===== src/rtl/core/jdm_pkg.sv =====
// Package of the joystick drive mixer: register indexes, frame constants
// and fixed widths. Depends on nothing; used by jdm_out_if, top level, checker.
`default_nettype none
package jdm_pkg;
    localparam int CFG_W      = 12;   // widest configuration register
    localparam int CFG_IDX_W  = 3;
    localparam int MAG_W      = 7;    // scaled magnitude 0..127
    localparam int FRAME_LEN  = 5;
    localparam int IDX_W      = 3;
    localparam int FULL_SCALE = 127;
    localparam int RECIP_MUL  = 258;  // floor(2^15 / 127), never overshoots
    localparam int RECIP_SH   = 15;

    typedef logic [CFG_IDX_W-1:0] t_cfg_idx;
    localparam t_cfg_idx REG_LOW    = 3'd0;
    localparam t_cfg_idx REG_CENTER = 3'd1;
    localparam t_cfg_idx REG_HIGH   = 3'd2;
    localparam t_cfg_idx REG_DEAD   = 3'd3;
    localparam t_cfg_idx REG_ADDR   = 3'd4;
    localparam t_cfg_idx REG_POWER  = 3'd5;
    localparam t_cfg_idx REG_STOP   = 3'd6;

    typedef logic [IDX_W-1:0] t_byte_idx;
    localparam t_byte_idx BYTE_LAST = 3'd4;

    localparam logic [CFG_W-1:0] RST_LOW    = 12'd0;
    localparam logic [CFG_W-1:0] RST_CENTER = 12'd1961;
    localparam logic [CFG_W-1:0] RST_HIGH   = 12'd3921;
    localparam logic [MAG_W-1:0] RST_DEAD   = 7'd5;
    localparam logic [7:0]       RST_ADDR   = 8'hC5;
    localparam logic [7:0]       RST_POWER  = 8'h25;
    localparam logic [7:0]       RST_STOP   = 8'h26;
endpackage
`default_nettype wire


===== src/rtl/core/jdm_in_if.sv =====
// Input channel of the joystick drive mixer: one request carries an X/Y sample pair.
// Depends on nothing but its width parameter.
`default_nettype none
interface jdm_in_if #(parameter int SAMPLE_BITS = 12);
    logic                   valid;
    logic                   ready;
    logic [SAMPLE_BITS-1:0] x_sample;
    logic [SAMPLE_BITS-1:0] y_sample;
    modport source (output valid, output x_sample, output y_sample, input ready);
    modport sink   (input valid, input x_sample, input y_sample, output ready);
endinterface
`default_nettype wire


===== src/rtl/core/jdm_out_if.sv =====
// Output channel of the joystick drive mixer: one request carries one frame byte.
// Depends on jdm_pkg.
`default_nettype none
interface jdm_out_if;
    logic                 valid;
    logic                 ready;
    logic                 motor_select;
    jdm_pkg::t_byte_idx   byte_index;
    logic [7:0]           frame_byte;
    logic                 last_byte;
    modport source (output valid, output motor_select, output byte_index,
                    output frame_byte, output last_byte, input ready);
    modport sink   (input valid, input motor_select, input byte_index,
                    input frame_byte, input last_byte, output ready);
endinterface
`default_nettype wire


===== src/rtl/core/joystick_drive_mixer_framer.sv =====
// Top level of the joystick drive mixer and motor frame builder.
// Depends on jdm_pkg, jdm_in_if and jdm_out_if.
//
// Each accepted request (one X and one Y ADC sample) yields ten output
// requests: the 5-byte frame of motor A, then that of motor B. An item
// passes through the input hold, setup, divider, clamp, product,
// estimate and correction stages before the output frame register; a new
// item may follow every cycle while the pipeline advances, but the single
// output port drains ten bytes per item. The whole pipeline advances
// together whenever the output frame register is empty or hands over its
// last byte; a waiting frame holds every stage, so nothing is lost or
// repeated. The per-axis scaling runs through a 7-stage restoring divider
// (one quotient bit per stage); the inner-motor division by 127 is a
// reciprocal multiply with one correction step. Write configuration only
// while the block is idle; keep low limit < centre < high limit.
`default_nettype none
module joystick_drive_mixer_framer #(
    parameter int SAMPLE_BITS = 12
) (
    input  wire logic                          i_clk,
    input  wire logic                          i_rst_n,
    input  wire logic                          i_cfg_we,
    input  wire jdm_pkg::t_cfg_idx             i_cfg_idx,
    input  wire logic [jdm_pkg::CFG_W-1:0]     i_cfg_data,
    jdm_in_if.sink                             i_in,
    jdm_out_if.source                          o_out
);
    // Compare width covers both samples and limits.
    localparam int CW  = (SAMPLE_BITS > jdm_pkg::CFG_W) ? SAMPLE_BITS : jdm_pkg::CFG_W;
    localparam int RW  = CW + jdm_pkg::MAG_W;       // numerator times 127
    localparam int QB  = jdm_pkg::MAG_W;            // quotient bits, one per stage
    localparam int NV  = QB + 6;                    // pipeline stages before framing
    localparam int MW  = jdm_pkg::MAG_W;
    localparam int PW  = 2 * MW;
    localparam int RMW = PW + 9;                    // product times reciprocal

    typedef struct packed {
        logic [RW-1:0] rem;
        logic [CW-1:0] den;
        logic [QB-1:0] q;
        logic          clamp;
        logic          neg;
    } t_div;

    // Configuration registers
    logic [jdm_pkg::CFG_W-1:0] r_lo, r_mid, r_hi;
    logic [MW-1:0]             r_dz;
    logic [7:0]                r_addr, r_power, r_stop;

    always_ff @(posedge i_clk) begin
        if (!i_rst_n) begin
            r_lo    <= jdm_pkg::RST_LOW;
            r_mid   <= jdm_pkg::RST_CENTER;
            r_hi    <= jdm_pkg::RST_HIGH;
            r_dz    <= jdm_pkg::RST_DEAD;
            r_addr  <= jdm_pkg::RST_ADDR;
            r_power <= jdm_pkg::RST_POWER;
            r_stop  <= jdm_pkg::RST_STOP;
        end else if (i_cfg_we) begin
            unique case (i_cfg_idx)
                jdm_pkg::REG_LOW:    r_lo    <= i_cfg_data;
                jdm_pkg::REG_CENTER: r_mid   <= i_cfg_data;
                jdm_pkg::REG_HIGH:   r_hi    <= i_cfg_data;
                jdm_pkg::REG_DEAD:   r_dz    <= i_cfg_data[MW-1:0];
                jdm_pkg::REG_ADDR:   r_addr  <= i_cfg_data[7:0];
                jdm_pkg::REG_POWER:  r_power <= i_cfg_data[7:0];
                jdm_pkg::REG_STOP:   r_stop  <= i_cfg_data[7:0];
                default: ;           // drop writes to unknown indexes
            endcase
        end
    end

    // Pick the side of the centre, the clamp and the divider operands.
    function automatic t_div f_setup(logic [CW-1:0] v, logic [CW-1:0] lo,
                                     logic [CW-1:0] mid, logic [CW-1:0] hi);
        t_div          d;
        logic [CW-1:0] num;
        d.neg   = (v < mid);
        d.clamp = d.neg ? (v <= lo) : (v >= hi);
        num     = d.neg ? (mid - v) : (v - mid);
        d.den   = d.neg ? (mid - lo) : (hi - mid);
        d.rem   = (RW'(num) << QB) - RW'(num);
        d.q     = '0;
        return d;
    endfunction

    // One restoring division step for quotient bit b.
    function automatic t_div f_step(t_div d, int b);
        t_div          o;
        logic [RW-1:0] sh;
        o  = d;
        sh = RW'(d.den) << b;
        if (d.rem >= sh) begin
            o.rem  = d.rem - sh;
            o.q[b] = 1'b1;
        end
        return o;
    endfunction

    logic [NV-1:0] r_vld;
    logic          r_ser_v;
    logic          w_en;
    logic          w_out_hs;
    logic          w_done;

    // Advance every stage when the frame register is free or handing over.
    assign w_out_hs   = o_out.valid && o_out.ready;
    assign w_done     = w_out_hs && o_out.last_byte;
    assign w_en       = !r_ser_v || w_done;
    assign i_in.ready = w_en;

    always_ff @(posedge i_clk) begin
        if (!i_rst_n) begin
            r_vld <= '0;
        end else if (w_en) begin
            r_vld <= {r_vld[NV-2:0], i_in.valid};
        end
    end

    // Stage 0: hold the samples
    logic [CW-1:0] r_x0, r_y0;
    always_ff @(posedge i_clk) begin
        if (w_en) begin
            r_x0 <= CW'(i_in.x_sample);
            r_y0 <= CW'(i_in.y_sample);
        end
    end

    // Stages 1..8: setup, then one quotient bit per stage
    t_div r_dx [0:QB];
    t_div r_dy [0:QB];
    always_ff @(posedge i_clk) begin
        if (w_en) begin
            r_dx[0] <= f_setup(r_x0, CW'(r_lo), CW'(r_mid), CW'(r_hi));
            r_dy[0] <= f_setup(r_y0, CW'(r_lo), CW'(r_mid), CW'(r_hi));
        end
    end
    for (genvar k = 1; k <= QB; k++) begin : g_div
        always_ff @(posedge i_clk) begin
            if (w_en) begin
                r_dx[k] <= f_step(r_dx[k-1], QB - k);
                r_dy[k] <= f_step(r_dy[k-1], QB - k);
            end
        end
    end

    // Stage 9: clamp and dead zone, as sign and magnitude
    logic [MW-1:0] r_xm9, r_ym9;
    logic          r_xn9, r_yn9;
    logic [MW-1:0] w_xr, w_yr;
    assign w_xr = r_dx[QB].clamp ? MW'(jdm_pkg::FULL_SCALE) : r_dx[QB].q;
    assign w_yr = r_dy[QB].clamp ? MW'(jdm_pkg::FULL_SCALE) : r_dy[QB].q;
    always_ff @(posedge i_clk) begin
        if (w_en) begin
            r_xm9 <= (w_xr <= r_dz) ? '0 : w_xr;
            r_xn9 <= (w_xr <= r_dz) ? 1'b0 : r_dx[QB].neg;
            r_ym9 <= (w_yr <= r_dz) ? '0 : w_yr;
            r_yn9 <= (w_yr <= r_dz) ? 1'b0 : r_dy[QB].neg;
        end
    end

    // Stage 10: |y| * (127 - |x|)
    logic [MW-1:0] r_xm10, r_ym10;
    logic          r_xn10, r_yn10;
    logic [PW-1:0] r_p10;
    always_ff @(posedge i_clk) begin
        if (w_en) begin
            r_p10  <= PW'(r_ym9) * PW'(MW'(jdm_pkg::FULL_SCALE) - r_xm9);
            r_xm10 <= r_xm9;
            r_ym10 <= r_ym9;
            r_xn10 <= r_xn9;
            r_yn10 <= r_yn9;
        end
    end

    // Stage 11: quotient estimate by reciprocal, at most one short
    logic [MW-1:0]  r_xm11, r_ym11, r_q11;
    logic           r_xn11, r_yn11;
    logic [PW-1:0]  r_p11;
    logic [RMW-1:0] w_rm;
    assign w_rm = RMW'(r_p10) * RMW'(jdm_pkg::RECIP_MUL);
    always_ff @(posedge i_clk) begin
        if (w_en) begin
            r_q11  <= w_rm[jdm_pkg::RECIP_SH +: MW];
            r_p11  <= r_p10;
            r_xm11 <= r_xm10;
            r_ym11 <= r_ym10;
            r_xn11 <= r_xn10;
            r_yn11 <= r_yn10;
        end
    end

    // Stage 12: correct the estimate
    logic [MW-1:0] r_xm12, r_ym12, r_in12;
    logic          r_xn12, r_yn12;
    logic [PW-1:0] w_rem;
    assign w_rem = r_p11 - PW'(r_q11) * PW'(jdm_pkg::FULL_SCALE);
    always_ff @(posedge i_clk) begin
        if (w_en) begin
            r_in12 <= (w_rem >= PW'(jdm_pkg::FULL_SCALE)) ? r_q11 + MW'(1) : r_q11;
            r_xm12 <= r_xm11;
            r_ym12 <= r_ym11;
            r_xn12 <= r_xn11;
            r_yn12 <= r_yn11;
        end
    end

    // Quadrant mix into the two motor values
    logic [MW-1:0] w_ma, w_mb;
    logic          w_na, w_nb;
    logic          w_in_n;
    assign w_in_n = r_yn12 && (r_in12 != '0);
    always_comb begin
        w_ma = r_ym12;
        w_na = r_yn12;
        w_mb = r_in12;
        w_nb = w_in_n;
        if (r_ym12 == '0) begin
            w_ma = '0;
            w_na = 1'b0;
            w_mb = '0;
            w_nb = 1'b0;
        end else if (r_yn12 == r_xn12) begin
            w_ma = r_ym12;
            w_na = r_yn12;
            w_mb = r_in12;
            w_nb = w_in_n;
        end else begin
            w_ma = r_in12;
            w_na = w_in_n;
            w_mb = r_ym12;
            w_nb = r_yn12;
        end
    end

    function automatic logic [jdm_pkg::FRAME_LEN*8-1:0] f_frame(
        logic [MW-1:0] mag, logic neg, logic [7:0] addr,
        logic [7:0] pwr, logic [7:0] stp);
        logic [7:0] b1, b2, b3, b4;
        b1 = (mag == '0) ? stp : pwr;
        b2 = {7'd0, (mag != '0) && !neg};
        b3 = {1'b0, mag};
        b4 = (addr ^ b1 ^ b2 ^ b3) & 8'h7F;
        return {b4, b3, b2, b1, addr};
    endfunction

    // Output frame register: both frames, byte 0 in the low bits
    logic [jdm_pkg::FRAME_LEN*8-1:0] r_fa, r_fb;
    logic                            r_sel;
    jdm_pkg::t_byte_idx              r_idx;

    always_ff @(posedge i_clk) begin
        if (w_en) begin
            r_fa <= f_frame(w_ma, w_na, r_addr, r_power, r_stop);
            r_fb <= f_frame(w_mb, w_nb, r_addr, r_power, r_stop);
        end
    end

    always_ff @(posedge i_clk) begin
        if (!i_rst_n) begin
            r_ser_v <= 1'b0;
            r_sel   <= 1'b0;
            r_idx   <= '0;
        end else begin
            if (w_en) begin
                r_ser_v <= r_vld[NV-1];
            end
            if (w_out_hs) begin
                if (r_idx == jdm_pkg::BYTE_LAST) begin
                    r_idx <= '0;
                    r_sel <= !r_sel;
                end else begin
                    r_idx <= r_idx + jdm_pkg::t_byte_idx'(1);
                end
            end
        end
    end

    assign o_out.valid        = r_ser_v;
    assign o_out.motor_select = r_sel;
    assign o_out.byte_index   = r_idx;
    assign o_out.frame_byte   = r_sel ? r_fb[r_idx*8 +: 8] : r_fa[r_idx*8 +: 8];
    assign o_out.last_byte    = r_sel && (r_idx == jdm_pkg::BYTE_LAST);
endmodule
`default_nettype wire


===== src/flat_wrapper.sv =====
// flat-port wrapper written by rule: the top's interface ports become plain ports
module joystick_drive_mixer_framer_flat 
#(
    parameter int SAMPLE_BITS = 12
)
  (i_clk, i_rst_n, i_cfg_we, i_cfg_idx, i_cfg_data, i_in_valid, i_in_x_sample, i_in_y_sample, i_in_ready, o_out_valid, o_out_motor_select, o_out_byte_index, o_out_frame_byte, o_out_last_byte, o_out_ready);
  jdm_in_if #(.SAMPLE_BITS(SAMPLE_BITS)) i_in_i ();
  jdm_out_if o_out_i ();
  input  wire logic i_clk;
  input  wire logic i_rst_n;
  input  wire logic i_cfg_we;
  input  wire jdm_pkg::t_cfg_idx i_cfg_idx;
  input  wire logic [jdm_pkg::CFG_W-1:0] i_cfg_data;
  input wire logic [$bits(i_in_i.valid)-1:0] i_in_valid;
  input wire logic [$bits(i_in_i.x_sample)-1:0] i_in_x_sample;
  input wire logic [$bits(i_in_i.y_sample)-1:0] i_in_y_sample;
  output wire logic [$bits(i_in_i.ready)-1:0] i_in_ready;
  output wire logic [$bits(o_out_i.valid)-1:0] o_out_valid;
  output wire logic [$bits(o_out_i.motor_select)-1:0] o_out_motor_select;
  output wire logic [$bits(o_out_i.byte_index)-1:0] o_out_byte_index;
  output wire logic [$bits(o_out_i.frame_byte)-1:0] o_out_frame_byte;
  output wire logic [$bits(o_out_i.last_byte)-1:0] o_out_last_byte;
  input wire logic [$bits(o_out_i.ready)-1:0] o_out_ready;
  assign i_in_i.valid = i_in_valid;
  assign i_in_i.x_sample = i_in_x_sample;
  assign i_in_i.y_sample = i_in_y_sample;
  assign i_in_ready = i_in_i.ready;
  assign o_out_valid = o_out_i.valid;
  assign o_out_motor_select = o_out_i.motor_select;
  assign o_out_byte_index = o_out_i.byte_index;
  assign o_out_frame_byte = o_out_i.frame_byte;
  assign o_out_last_byte = o_out_i.last_byte;
  assign o_out_i.ready = o_out_ready;
  joystick_drive_mixer_framer #(.SAMPLE_BITS(SAMPLE_BITS)) u_core (.i_clk(i_clk), .i_rst_n(i_rst_n), .i_cfg_we(i_cfg_we), .i_cfg_idx(i_cfg_idx), .i_cfg_data(i_cfg_data), .i_in(i_in_i), .o_out(o_out_i));
endmodule

===== config.mk =====
export PLATFORM = sky130hd
export DESIGN_NAME = joystick_drive_mixer_framer_flat
export DESIGN_NICKNAME = d
export VERILOG_FILES = /design/src/rtl/core/jdm_pkg.sv /design/src/rtl/core/jdm_in_if.sv /design/src/rtl/core/jdm_out_if.sv /design/src/rtl/core/joystick_drive_mixer_framer.sv /design/src/flat_wrapper.sv
export SDC_FILE = /design/constraint.sdc
export NUM_CORES = 2
export LEC_CHECK = 0
export BUFFER_PORTS_ARGS = -buffer_cell sky130_fd_sc_hd__buf_4
export CAP_MARGIN = 20
export CORE_UTILIZATION = 58
export CTS_CLUSTER_SIZE = 40
export DETAILED_ROUTE_END_ITERATION = 12
export PLACE_DENSITY_LB_ADDON = 0.05
export SYNTH_ARGS = -nofsm -noshare
export SYNTH_HDL_FRONTEND = slang
export SYNTH_SLANG_ARGS = --single-unit

===== constraint.sdc =====
create_clock -name i_clk -period 19.82 [get_ports i_clk]
set_clock_uncertainty 0.15 [all_clocks]
set_input_delay 0.991 -clock i_clk [delete_from_list [all_inputs] [get_ports i_clk]]
set_output_delay 0.991 -clock i_clk [all_outputs]
set_load 0.01 [all_outputs]

==> flow_summary.toml <==
[outcome]
status = "completed"

[sta]
rsz0062_at_grt = "no"
worstMarginPinSlew_ns = 1.02
hold_violations = 0
tns_ns = 0
setup_viol = 0
max_freq_ghz = 0.158
slew_headroom_pct = 31.4
finalCritPeriodShare_pct = 31.9
post-route-min-period_ns = 6.33
drv_slew = 0

[global_route]
grt_pass1_wl_um = 143000
grt_pass1_vias = 27500
grt.total_usage_pct = 23.3
antenna_found_initial = 1
grt_start_max_net_pins = 168
grt_overflow = 0

[logic_synthesis]
syn_inst = 3947
syn_nets = 4464
yosysWarnings = 0
ys_async_sr_fraction_pct = 0
post_synth.cell_area_avg_um2 = 11.2
synth_edf_count = 685
syn_area_um2 = 44200
yosysUniqueCellTypes = 79
ys_seq_area_share_pct = 50.4
synth-main-ff-cell = "edfxtp_1"
ys_ff_latch = 770

[min_path]
hold_path.class = "reg -> reg"

[detailed_routing]
drt-total-wl_um = 89000
ant_nets = 0
drtIter0Drc = 1616
route.detailed.wl_per_inst_um = 17.5
vias = 28100
drc = 0
drtPass1Iterations = 6
via_per_inst = 5.54

[placement]
gp_congestion = 0.877
dpl_cell_area_um2 = 45800
port_buffers = 58
dp.final_hpwl_um = 67600

[cells_and_area]
synthToLayoutAreaGrowth_pct = 9.71
fin_nets = 4562
antenna_cells = 0
final_cell_mix = "edfxtp_1, inv_1, ha_1"
seqCellArea_um2 = 22300
layout_commonest_cell = "edfxtp_1"
drive_gt1_share_pct = 7.64
fillers = 5853
multi_input_comb_area_um2 = 20000
fin_area_um2 = 48500

[floorplan]
die_area_um2 = 77300
core_area_um2 = 74900
io-pin-count = 59
num_rows = 100
die_height_um = 278
initial_core_util_pct = 59.0
die_x_um = 278

[worst_setup_path]
reg2reg_to = "u_core.r_dx[0][39]"
critPathArrivalTime_ns = 6.56
critPathMaxFanout = 16
critPathKind = "reg -> reg"
end_kind = "register"
critPathLaunch = "u_core.r_mid[1]"
crit_end = "u_core.r_dx[0][39]"
worstRegToRegCells = 21
critPathLaunchType = "register"
rr_startpoint = "u_core.r_mid[1]"
critical_path_required_ns = 20.05
r2r_setup_slack_ns = 13.49

[clock_network]
cts_tree = "done"
cts-root-buf = "clkbuf_16"
postCtsResizedCells = 0
numCtsBuffers = 82
clk-insertion-delay-late_ns = 0.65
cts.path.max_buffers = 3
htree_levels = 3
path_clk_slew_ns = 0.06
clock-sinks = 770
cts_setup_buffers = 0
holdBufCountCts = 0

[flow_run]
drv_cap = 0

[pwr]
vdd_drop_max_uv = 355
power.leakage_nw = 20.1
p_per_area_nw_per_um2 = 186
-- metal layers --
metal | track usage [%] | vias to the layer above | wire (µm)
li1 | - | 14200 | -
met1 | 31.0 | 13200 | 40500
met2 | 38.8 | 522 | 42100
met3 | 2.76 | 155 | 3290
met4 | 9.55 | 0 | 3180
met5 | 0 | - | 0
-- where the power goes --
part	total, mW	internal, mW	switching [mW]	leakage [nW]
clock	1.53	0.887	0.639	1.31
combinational	4.72	2.12	2.60	11.0
sequential	2.77	2.46	0.314	7.79
-- registers in the layout, indices dropped and copies added (netlist names), 13 cells and up --
signal        cells
u_core.r_fb      23
u_core.r_p10     14
u_core.r_p11     14
u_core.r_dx     261
u_core.r_vld     13
u_core.r_fa      31
u_core.r_dy     261
-- stage by stage --
| step | instances | hold WS [ns] | util, % | setup WS [ns] | power, mW |
|---|---|---|---|---|---|
| final | 5080 | 0.253 | 64.7 | 13.49 | 9.02 |
| after global placement | 4930 | 0.251 | 61.1 | 13.62 | 7.44 |
| after CTS | 5080 | 0.254 | 64.7 | 13.52 | 9.08 |
| after floorplan | 3947 | 0.250 | - | 0.0810 | 6.50 |
| after global routing | 5080 | 0.262 | 64.7 | 13.04 | 9.92 |
| after detailed placement | 4930 | 0.255 | 61.1 | 13.57 | 7.52 |
-- cell type report --
| class | count | area share, % |
|---|---|---|
| well taps | 969 | 2.50 |
| multi-input cells | 2661 | 41.3 |
| repair buffers | 77 | 1.22 |
| clock inverters | 54 | 1.25 |
| clock buffers | 96 | 4.34 |
| inverters | 453 | 3.51 |
| flip-flops and latches | 770 | 45.9 |
-- cell usage after synthesis (all sizes together), types with 47 or more instances --
cell type / number / share of area, %
fa: 74 / 3.4
mux2: 62 / 1.6
xnor2: 174 / 3.5
nand2b: 75 / 1.1
nor2: 203 / 1.7
nor3: 57 / 0.65
xor2: 82 / 1.6
dfxtp: 85 / 3.8
nand2: 346 / 2.9
a21boi: 68 / 1.2
inv: 451 / 3.8
mux2i: 63 / 1.4
a21o: 72 / 1.2
nand3: 67 / 0.76
nor2b: 115 / 1.6
ha: 399 / 11
o21ai: 202 / 2.3
a21oi: 216 / 2.5
edfxtp: 685 / 47
clkbuf: 47 / 0.40
-- critical path: stages, from the launching register on --
cell and delay (ns):
dfxtp_1 0.54, inv_1 0.24, fa_1 0.46, a211oi_1 0.38
o211ai_1 0.30, a31oi_4 0.56, buf_4 0.38, mux2i_1 0.27
a31oi_1 0.13, o21ai_0 0.30, and2_1 0.20, xnor2_1 0.23
inv_1 0.09, ha_1 0.37, a21o_1 0.19, a21o_1 0.17
a21oi_1 0.17, nand4b_1 0.14, a31oi_1 0.27, nand2_1 0.13
nor3b_1 0.26, xnor2_1 0.10
-- worst min path at each step --
stage | from | end | cells past startpoint
after detailed placement | u_core.r_dx[1][88] | u_core.r_dx[1][128] | 0
after global routing | u_core.r_ym10[1] | u_core.r_ym11[1] | 0
after CTS | u_core.r_ym11[0] | u_core.r_ym12[0] | 0
final | u_core.r_ym10[1] | u_core.r_ym11[1] | 0
after floorplan | u_core.r_dx[0][80] | u_core.r_dx[0][120] | 0
after global placement | u_core.r_dy[0][1] | u_core.r_dy[0][41] | 0
-- kinds of logic (layout without fill, tap and decap cells) --
logic type	Yosys count	count (layout)	share of synthesized area [%]
compound gates	742	742	10.4
xor+xnor	256	256	5.11
fa+ha+maj	473	473	14.6
buf+inv	516	680	4.46
flops	770	770	50.4
mux	126	126	3.06
simple gates	1064	1064	12.0
No activity file was read; power rests on OpenSTA's default activity.
